**config.mk**
```make
export PLATFORM = sky130hd
export DESIGN_NAME = waveform_min_max_bucketer_top
export DESIGN_NICKNAME = d
export VERILOG_FILES = /design/src/design/wmmb_pkg.sv /design/src/design/wmmb_cfg.sv /design/src/design/wmmb_front.sv /design/src/design/wmmb_queue.sv /design/src/design/wmmb_back.sv /design/src/design/waveform_min_max_bucketer_top.sv
export SDC_FILE = /design/constraint.sdc
export NUM_CORES = 1
export LEC_CHECK = 0
export BUFFER_PORTS_ARGS = -buffer_cell sky130_fd_sc_hd__clkbuf_2
export CAP_MARGIN = 20
export CORE_ASPECT_RATIO = 0.7
export CORE_MARGIN = 2
export CORE_UTILIZATION = 30
export DETAILED_ROUTE_END_ITERATION = 8
export GPL_ROUTABILITY_DRIVEN = 0
export HOLD_SLACK_MARGIN = 0.03
export MAX_ROUTING_LAYER = met4
export PLACE_DENSITY = 0.42
export SETUP_SLACK_MARGIN = 0.02
export SLEW_MARGIN = 20
export SYNTH_ARGS = -nofsm -noshare
export SYNTH_HDL_FRONTEND = slang
export SYNTH_HIERARCHICAL = 1
export SYNTH_SLANG_ARGS = --single-unit
```
**constraint.sdc**
```tcl
create_clock -name clk -period 7.1 [get_ports clk]
set_input_delay 1.065 -clock clk [delete_from_list [all_inputs] [get_ports clk]]
set_output_delay 1.065 -clock clk [all_outputs]
set_load 0.02 [all_outputs]
```
**src/design/wmmb_pkg.sv**
```systemverilog
// Shared constants and types for the waveform min/max bucketer.
`timescale 1ns / 1ps
`default_nettype none

package wmmb_pkg;

  localparam int PEAK_BUCKETS  = 128;
  localparam int MAX_CHANNELS  = 8;
  localparam int FRAME_W       = 24;
  localparam int SAMPLE_W      = 24;
  localparam int MAXV_W        = 23;
  localparam int IDX_W         = 7;
  localparam int NCH_W         = 4;
  localparam int BUCKET_W      = $clog2(PEAK_BUCKETS + 1);
  localparam int CH_W          = (MAX_CHANNELS > 1) ? $clog2(MAX_CHANNELS) : 1;
  localparam int CFG_IDX_W     = 2;
  localparam int CFG_DATA_W    = 24;
  localparam int QUEUE_DEPTH   = 4;
  localparam int QPTR_W        = $clog2(QUEUE_DEPTH);
  localparam int QCNT_W        = $clog2(QUEUE_DEPTH + 1);
  localparam int SETTLE_CYCLES = 3;
  localparam int SETTLE_W      = $clog2(SETTLE_CYCLES + 1);

  typedef enum logic [CFG_IDX_W-1:0] {
    CFG_TOTAL_FRAMES = 2'd0,
    CFG_NUM_CHANNELS = 2'd1,
    CFG_TRIM_START   = 2'd2,
    CFG_TRIM_END     = 2'd3
  } cfg_reg_t;

  // Window geometry derived from the configuration registers.
  typedef struct packed {
    logic [FRAME_W-1:0]  total;
    logic [FRAME_W-1:0]  start;
    logic [FRAME_W-1:0]  end_f;
    logic [FRAME_W-1:0]  usable;
    logic [FRAME_W-1:0]  step;
    logic [BUCKET_W-1:0] nb;
    logic [NCH_W-1:0]    nch;
    logic                settled;
  } window_t;

  // One classified sample on its way to the back end.
  typedef struct packed {
    logic signed [SAMPLE_W-1:0] sample;
    logic                       first;
    logic                       last_ch;
  } work_t;

endpackage

`default_nettype wire

```
**src/design/wmmb_cfg.sv**
```systemverilog
// Configuration registers and the pipelined window clamp.
`timescale 1ns / 1ps
`default_nettype none

module wmmb_cfg import wmmb_pkg::*; (
  input  wire logic                  clk,
  input  wire logic                  rst,
  input  wire logic                  cfg_we,
  input  wire logic [CFG_IDX_W-1:0]  cfg_index,
  input  wire logic [CFG_DATA_W-1:0] cfg_data,
  output window_t                    win
);

  logic [FRAME_W-1:0]  total_frames;
  logic [NCH_W-1:0]    num_channels;
  logic [FRAME_W-1:0]  trim_start;
  logic [FRAME_W-1:0]  trim_end;
  logic [SETTLE_W-1:0] settle;
  logic [SETTLE_W-1:0] settle_next;

  logic [FRAME_W-1:0]  start_s1;
  logic [FRAME_W-1:0]  endsel_s1;
  logic [NCH_W-1:0]    nch_s1;
  logic [FRAME_W-1:0]  start_s2;
  logic [FRAME_W-1:0]  end_s2;
  logic [FRAME_W-1:0]  usable_s2;
  logic [BUCKET_W-1:0] nb_s3;
  logic [FRAME_W-1:0]  step_s3;

  logic [FRAME_W:0]    lo_c;
  logic [FRAME_W:0]    endlo_c;
  logic [FRAME_W-1:0]  end_c;
  logic [BUCKET_W-1:0] nb_c;

  always_ff @(posedge clk) begin
    if (rst) begin
      total_frames <= '0;
      num_channels <= NCH_W'(1);
      trim_start   <= '0;
      trim_end     <= '0;
    end else if (cfg_we) begin
      unique case (cfg_reg_t'(cfg_index))
        CFG_TOTAL_FRAMES: total_frames <= cfg_data[FRAME_W-1:0];
        CFG_NUM_CHANNELS: num_channels <= cfg_data[NCH_W-1:0];
        CFG_TRIM_START:   trim_start   <= cfg_data[FRAME_W-1:0];
        CFG_TRIM_END:     trim_end     <= cfg_data[FRAME_W-1:0];
        default: ;
      endcase
    end
  end

  // Hold off new samples until the clamp pipeline has seen the last write.
  always_comb begin
    if (cfg_we) begin
      settle_next = SETTLE_W'(SETTLE_CYCLES);
    end else if (settle != '0) begin
      settle_next = settle - SETTLE_W'(1);
    end else begin
      settle_next = '0;
    end
  end

  always_ff @(posedge clk) begin
    if (rst) begin
      settle <= SETTLE_W'(SETTLE_CYCLES);
    end else begin
      settle <= settle_next;
    end
  end

  always_comb begin
    lo_c    = {1'b0, start_s1} + (FRAME_W+1)'(1);
    endlo_c = ({1'b0, endsel_s1} < lo_c) ? lo_c : {1'b0, endsel_s1};
    end_c   = (endlo_c > {1'b0, total_frames}) ? total_frames : endlo_c[FRAME_W-1:0];
    nb_c    = (usable_s2 < FRAME_W'(PEAK_BUCKETS)) ? usable_s2[BUCKET_W-1:0]
                                                    : BUCKET_W'(PEAK_BUCKETS);
  end

  always_ff @(posedge clk) begin
    start_s1  <= (trim_start < total_frames) ? trim_start : total_frames - FRAME_W'(1);
    endsel_s1 <= (trim_end > trim_start) ? trim_end : total_frames;
    if (num_channels == '0) begin
      nch_s1 <= NCH_W'(1);
    end else if (num_channels > NCH_W'(MAX_CHANNELS)) begin
      nch_s1 <= NCH_W'(MAX_CHANNELS);
    end else begin
      nch_s1 <= num_channels;
    end
    start_s2  <= start_s1;
    end_s2    <= end_c;
    usable_s2 <= end_c - start_s1;
    nb_s3     <= nb_c;
    step_s3   <= usable_s2 - {{(FRAME_W-BUCKET_W){1'b0}}, nb_c};
  end

  always_comb begin
    win.total   = total_frames;
    win.start   = start_s2;
    win.end_f   = end_s2;
    win.usable  = usable_s2;
    win.step    = step_s3;
    win.nb      = nb_s3;
    win.nch     = nch_s1;
    win.settled = (settle == '0);
  end

endmodule

`default_nettype wire

```
**src/design/wmmb_front.sv**
```systemverilog
// Front end: accepts samples, tracks channel and frame, classifies against the window.
`timescale 1ns / 1ps
`default_nettype none

module wmmb_front import wmmb_pkg::*; (
  input  wire logic                       clk,
  input  wire logic                       rst,
  input  wire window_t                    win,
  input  wire logic                       in_valid,
  input  wire logic signed [SAMPLE_W-1:0] sample,
  input  wire logic                       queue_full,
  output logic                            in_ready,
  output logic                            push,
  output work_t                           push_data
);

  logic [FRAME_W-1:0] frame_count;
  logic [CH_W-1:0]    channel_count;
  logic               take;
  logic               active;
  logic               in_win;
  logic               last_ch;

  always_comb begin
    in_ready  = win.settled && !queue_full;
    take      = in_valid && in_ready;
    active    = (win.total != '0);
    in_win    = (frame_count >= win.start) && (frame_count < win.end_f);
    last_ch   = (NCH_W'(channel_count) + NCH_W'(1)) >= win.nch;
    push      = take && active && in_win;
    push_data.sample  = sample;
    push_data.first   = (frame_count == win.start) && (channel_count == '0);
    push_data.last_ch = last_ch;
  end

  // Samples of an empty buffer are dropped and leave the counters alone.
  always_ff @(posedge clk) begin
    if (rst) begin
      frame_count   <= '0;
      channel_count <= '0;
    end else if (take && active) begin
      if (last_ch) begin
        channel_count <= '0;
        if (({1'b0, frame_count} + (FRAME_W+1)'(1)) >= {1'b0, win.total}) begin
          frame_count <= '0;
        end else begin
          frame_count <= frame_count + FRAME_W'(1);
        end
      end else begin
        channel_count <= channel_count + CH_W'(1);
      end
    end
  end

endmodule

`default_nettype wire

```
**src/design/wmmb_queue.sv**
```systemverilog
// Short queue that decouples the front end from the bucket back end.
`timescale 1ns / 1ps
`default_nettype none

module wmmb_queue import wmmb_pkg::*; (
  input  wire logic  clk,
  input  wire logic  rst,
  input  wire logic  push,
  input  wire work_t push_data,
  input  wire logic  pop,
  output logic       full,
  output logic       q_valid,
  output work_t      q_data
);

  work_t             slots [QUEUE_DEPTH];
  logic [QPTR_W-1:0] wr_ptr;
  logic [QPTR_W-1:0] rd_ptr;
  logic [QCNT_W-1:0] count;

  always_comb begin
    full    = (count == QCNT_W'(QUEUE_DEPTH));
    q_valid = (count != '0);
    q_data  = slots[rd_ptr];
  end

  always_ff @(posedge clk) begin
    if (push) begin
      slots[wr_ptr] <= push_data;
    end
  end

  always_ff @(posedge clk) begin
    if (rst) begin
      wr_ptr <= '0;
      rd_ptr <= '0;
      count  <= '0;
    end else begin
      if (push) begin
        wr_ptr <= wr_ptr + QPTR_W'(1);
      end
      if (pop) begin
        rd_ptr <= rd_ptr + QPTR_W'(1);
      end
      if (push && !pop) begin
        count <= count + QCNT_W'(1);
      end else if (pop && !push) begin
        count <= count - QCNT_W'(1);
      end
    end
  end

endmodule

`default_nettype wire

```
**src/design/wmmb_back.sv**
```systemverilog
// Back end: running extremes, bucket boundary accumulator and the output register.
`timescale 1ns / 1ps
`default_nettype none

module wmmb_back import wmmb_pkg::*; (
  input  wire logic                    clk,
  input  wire logic                    rst,
  input  wire window_t                 win,
  input  wire logic                    q_valid,
  input  wire work_t                   q_data,
  input  wire logic                    out_ready,
  output logic                         pop,
  output logic                         out_valid,
  output logic signed [SAMPLE_W-1:0]   min_value,
  output logic [MAXV_W-1:0]            max_value,
  output logic [IDX_W-1:0]             bucket_index,
  output logic                         last_bucket
);

  logic [BUCKET_W-1:0]        bucket_count;
  logic [FRAME_W-1:0]         boundary_remainder;
  logic signed [SAMPLE_W-1:0] running_min;
  logic signed [SAMPLE_W-1:0] running_max;

  logic [BUCKET_W-1:0]        bc_base;
  logic [FRAME_W-1:0]         br_base;
  logic signed [SAMPLE_W-1:0] min_base;
  logic signed [SAMPLE_W-1:0] max_base;
  logic signed [SAMPLE_W-1:0] min_new;
  logic signed [SAMPLE_W-1:0] max_new;
  logic [FRAME_W-1:0]         nb_ext;
  logic                       emit;
  logic                       is_last;

  always_comb begin
    pop    = q_valid && (!out_valid || out_ready);
    nb_ext = {{(FRAME_W-BUCKET_W){1'b0}}, win.nb};
    // Reload at the first sample of the window.
    if (q_data.first) begin
      bc_base  = '0;
      br_base  = win.step;
      min_base = '0;
      max_base = '0;
    end else begin
      bc_base  = bucket_count;
      br_base  = boundary_remainder;
      min_base = running_min;
      max_base = running_max;
    end
    min_new = (q_data.sample < min_base) ? q_data.sample : min_base;
    max_new = (q_data.sample > max_base) ? q_data.sample : max_base;
    emit    = q_data.last_ch && (br_base < nb_ext);
    is_last = (bc_base + BUCKET_W'(1)) >= win.nb;
  end

  always_ff @(posedge clk) begin
    if (rst) begin
      bucket_count       <= '0;
      boundary_remainder <= '0;
      running_min        <= '0;
      running_max        <= '0;
    end else if (pop) begin
      if (emit) begin
        bucket_count       <= is_last ? bc_base : bc_base + BUCKET_W'(1);
        boundary_remainder <= br_base + win.step;
        running_min        <= '0;
        running_max        <= '0;
      end else begin
        bucket_count       <= bc_base;
        boundary_remainder <= q_data.last_ch ? br_base - nb_ext : br_base;
        running_min        <= min_new;
        running_max        <= max_new;
      end
    end
  end

  always_ff @(posedge clk) begin
    if (rst) begin
      out_valid <= 1'b0;
    end else if (pop) begin
      out_valid <= emit;
    end else if (out_ready) begin
      out_valid <= 1'b0;
    end
  end

  always_ff @(posedge clk) begin
    if (pop && emit) begin
      min_value    <= min_new;
      max_value    <= max_new[MAXV_W-1:0];
      bucket_index <= bc_base[IDX_W-1:0];
      last_bucket  <= is_last;
    end
  end

endmodule

`default_nettype wire

```
**src/design/waveform_min_max_bucketer_top.sv**
```systemverilog
// Top level of the waveform min/max bucketer.
//
// Input: one signed Q1.23 sample per transaction on in_valid/in_ready, channels
// interleaved frame by frame. Output: one transaction per bucket on
// out_valid/out_ready carrying the bucket minimum and maximum over all
// channels (both seeded at zero), the bucket index and a final-bucket flag.
// Samples outside the trim window and all samples of an empty buffer are
// consumed without effect.
// Throughput is one sample per cycle while in_ready is high. After the bucket's
// last sample is taken, its result passes through the front queue and then the
// output register. The back end's combinational min/max and accumulator update
// sets that rate.
// Configuration goes through cfg_we/cfg_index/cfg_data while the block is idle;
// in_ready drops after each write while the window clamp pipeline recomputes,
// and after reset.
// When out_ready is low the output register holds; the four-entry queue keeps
// taking samples until it fills, then in_ready drops.
// Reset is synchronous and active high and clears counters, extremes and queue.
`timescale 1ns / 1ps
`default_nettype none

module waveform_min_max_bucketer_top import wmmb_pkg::*; (
  input  wire logic                       clk,
  input  wire logic                       rst,
  input  wire logic                       cfg_we,
  input  wire logic [CFG_IDX_W-1:0]       cfg_index,
  input  wire logic [CFG_DATA_W-1:0]      cfg_data,
  input  wire logic                       in_valid,
  output logic                            in_ready,
  input  wire logic signed [SAMPLE_W-1:0] sample,
  output logic                            out_valid,
  input  wire logic                       out_ready,
  output logic signed [SAMPLE_W-1:0]      min_value,
  output logic [MAXV_W-1:0]               max_value,
  output logic [IDX_W-1:0]                bucket_index,
  output logic                            last_bucket
);

  window_t win;
  work_t   push_data;
  work_t   q_data;
  logic    push;
  logic    pop;
  logic    queue_full;
  logic    q_valid;

  wmmb_cfg u_cfg (
    .clk       (clk),
    .rst       (rst),
    .cfg_we    (cfg_we),
    .cfg_index (cfg_index),
    .cfg_data  (cfg_data),
    .win       (win)
  );

  wmmb_front u_front (
    .clk        (clk),
    .rst        (rst),
    .win        (win),
    .in_valid   (in_valid),
    .sample     (sample),
    .queue_full (queue_full),
    .in_ready   (in_ready),
    .push       (push),
    .push_data  (push_data)
  );

  wmmb_queue u_queue (
    .clk       (clk),
    .rst       (rst),
    .push      (push),
    .push_data (push_data),
    .pop       (pop),
    .full      (queue_full),
    .q_valid   (q_valid),
    .q_data    (q_data)
  );

  wmmb_back u_back (
    .clk          (clk),
    .rst          (rst),
    .win          (win),
    .q_valid      (q_valid),
    .q_data       (q_data),
    .out_ready    (out_ready),
    .pop          (pop),
    .out_valid    (out_valid),
    .min_value    (min_value),
    .max_value    (max_value),
    .bucket_index (bucket_index),
    .last_bucket  (last_bucket)
  );

`ifndef SYNTHESIS
  a_no_overflow: assert property (@(posedge clk) disable iff (rst)
    push |-> !queue_full)
    else $error("queue written while full");

  a_empty_drops: assert property (@(posedge clk) disable iff (rst)
    (in_valid && in_ready && (win.total == '0)) |-> !push)
    else $error("sample of empty buffer reached the back end");

  a_extremes_sign: assert property (@(posedge clk) disable iff (rst)
    out_valid |-> (min_value <= 0))
    else $error("bucket minimum above zero");
`endif

endmodule

`default_nettype wire
```
==> flow_metrics.py <==
metrics = {
    "status": {
        "outcome": "finished, violations left",
        "violations": "setup timing",
    },
    "synthesis": {
        "synth_seq_cells": 510,
        "yosysUniqueCellTypes": 100,
        "synth_top_area_share_pct": 24.54,
        "syn_avg_cell_area_um2": 9.765,
        "synth_cells": 2932,
        "synth-seq-area-share_pct": 41.22,
        "synthArstFlopShare_pct": 0,
        "synth_warnings": 6,
        "syn_area_um2": 28630,
        "syn_nets": 3281,
        "synthTopCellsByArea": "dfxtp_1 25%, edfxtp_1 17%, ha_1 13%, nand2_1 4.0%, inv_1 3.2%",
        "synth_ff_type": "dfxtp_1",
        "synth_area_leader_cell": "dfxtp_1",
        "synth_edf_count": 159,
    },
    "cts": {
        "cts_hold_buf": 0,
        "root_buffer": "clkbuf_16",
        "clk_path_buf_depth": 3,
        "clk-insertion-delay-late_ps": 660,
        "path_clk_slew_ps": 60,
        "numCtsBuffers": 59,
        "clock-sinks": 510,
        "cts_tree": "yes",
        "cts_max_level": 2,
    },
    "timing": {
        "setup_viol": 5,
        "max-slew-margin-rel_pct": 31.15,
        "max_freq_mhz": 136.0,
        "skew_ps": 44.61,
        "hold_viol": 0,
        "slew_viol_final": 0,
        "worst_slew_pin_slew_ps": 1033,
        "grt_setup_unrepaired": "yes",
        "whs_ps": 393.5,
        "min_period_over_period_pct": 103.6,
        "fin_tns_setup_ps": -912.4,
        "min_period_ps": 7354,
        "setup_slack_ps": -253.8,
    },
    "critical_path": {
        "cp.arrival_ps": 7890,
        "worstSetupPathType": "register to register",
        "crit_path_max_incr_delay_ps": 400,
        "startpoint_type": "register",
        "crit_path_end_kind": "register",
        "cp.required_ps": 7640,
        "crit_start": "u_cfg/start_s1[0]$_DFF_P_",
        "crit_fanout": 8,
        "r2r_start": "u_cfg/start_s1[0]$_DFF_P_",
        "critPathSlowestCell": "a22oi_2",
    },
    "grt": {
        "antenna_found_initial": 2,
        "grt_overflow": 0,
        "grt_use_total_pct": 18.96,
        "grt_pass1_vias": 22370,
        "grt_pass1_wl_um": 139500,
        "grt_max_degree": 82,
    },
    "routing": {
        "routed_via_density": 5.060,
        "ant_nets": 0,
        "wl_met1_um": 48270,
        "wl_per_cell_um": 20.54,
        "wl_met3_um": 6660,
        "dr_wl_met2_um": 35870,
        "drc": 0,
        "drt-total-wl_um": 92760,
        "first_iter_violations": 1740,
        "drtPass1Iterations": 5,
        "top_layer_used": "met4",
        "vias": 22860,
    },
    "power_and_ir_drop": {
        "vdd_drop_max_v": 0.0002504,
        "p_leak_uw": 0.01410,
        "p_per_area_nw_per_um2": 419.3,
    },
    "final_layout": {
        "nNetsFinal": 3571,
        "layout-area-overhead-vs-synth_pct": 21.48,
        "fin_area_um2": 34780,
        "largest-register": "u_queue/slots",
        "largest_register_ffs": 104,
        "fillers": 9409,
        "drive_gt1_share_pct": 20.31,
        "antennaDiodeCount": 0,
    },
    "floorplanning": {
        "fp.dieH_um": 262.5,
        "core_area_um2": 94330,
        "die_x_um": 373.2,
        "ios": 112,
        "rows": 94,
        "start_util_pct": 30.35,
        "die_area_um2": 97960,
    },
    "flow_run": {
        "max-cap-violations": 0,
    },
    "placement": {
        "io_buffers": 111,
        "hpwlAfterDp_um": 68970,
        "post_dp_cell_area_um2": 31600,
        "pre_cts_ws_ps": -660.8,
    },
    "hold_path": {
        "hold_class": "register to register",
        "hold_start": "u_cfg/start_s1[22]$_DFF_P_",
    },
}
-- cell families after synthesis --
group	synth area share (%)
flops	41.22
mux	6.940
simple gates	14.94
fa+ha+maj	12.95
xor+xnor	4.160
compound gates	14.18
other cells	0.01310
buf+inv	5.594
-- per-layer routing --
layer	vias to the layer above	track usage [%]
li1	11120	-
met1	11080	28.70
met2	560	24.89
met3	106	4.267
met4	0	4.661
met5	-	-
-- metrics by stage --
stage | power, uW | cells | util (%)
2_1_floorplan | 7975 | 2932 | -
3_3_place_gp | 10240 | 4359 | 33.51
3_5_place_dp | 10300 | 4359 | 33.51
4_1_cts | 13730 | 4502 | 36.08
5_1_grt | 15550 | 4517 | 36.87
6_report | 14580 | 4517 | 36.87
-- cell usage after synthesis, drive strengths merged (16+ instances only) --
cell	n
inv	243
nor3b	17
a22o	60
nor4	30
a211oi	20
nand3	52
nor3	57
xor2	36
dfxtp	351
nor2b	30
and3	16
clkbuf	68
a21o	58
xnor2	100
mux2	51
nand2	306
or3	16
ha	290
edfxtp	159
o211ai	26
mux2i	80
mux4	26
buf	61
and2	23
a21oi	181
nand2b	72
nand4	57
o21ai	113
o21a	22
nor2	137
-- what timing repair did --
item / 4_1_cts / 5_1_grt
buffers inserted: 36 / 19
setup endpoints to repair: 14 / 18
gates resized for setup: 64 / 117
pin swaps: 37 / 44
cloned: 1 / 1
-- cells in the final DEF, fill, tap and decap left out, drive strengths merged, types with 100 or more instances in the layout --
cell type | Yosys | final
nor2 | 137 | 137
ha | 290 | 290
o21ai | 113 | 113
dfxtp | 351 | 351
inv | 243 | 245
a21oi | 181 | 181
xnor2 | 100 | 100
nand2 | 306 | 306
clkbuf | 68 | 184
edfxtp | 159 | 159
buf | 61 | 247
-- final timing paths --
path / end / slack (ps) / cells after the start
setup / recovery: u_cfg/usable_s2[20]$_DFF_P_ / -250 / 34
hold / removal: u_cfg/start_s2[22]$_DFF_P_ / 390 / 0
setup reg to reg: u_cfg/usable_s2[20]$_DFF_P_ / -250 / 34
hold reg to reg: u_cfg/start_s2[22]$_DFF_P_ / 390 / 0
-- critical path: cells and delay by family (launching register included) --
family | cells | cell delay (ps)
fa+ha+maj | 4 | 1090
xor+xnor | 1 | 170
simple gates | 10 | 1670
flops | 1 | 360
buf+inv | 4 | 480
mux | 1 | 270
compound gates | 14 | 3190
-- power by group --
| part | internal [uW] | leakage (uW) | total, uW | switching [uW] |
|---|---|---|---|---|
| logic | 3570 | 0.00885 | 7640 | 4070 |
| registers | 3550 | 0.00432 | 3910 | 356 |
| clock network | 1720 | 0.000922 | 3040 | 1320 |
| total | 8840 | 0.0141 | 14600 | 5740 |
-- final cells by class --
cell class | instances | area, um^2 | area share (%)
multi-input combinational | 2050 | 15980 | 45.95
clock inverter | 35 | 296.5 | 0.8526
timing repair buffer | 358 | 2591 | 7.450
inverter | 243 | 914.6 | 2.630
sequential | 510 | 11820 | 33.97
tap | 1248 | 1562 | 4.490
clock buffer | 73 | 1619 | 4.655
Power figures use the tool's default switching activity.
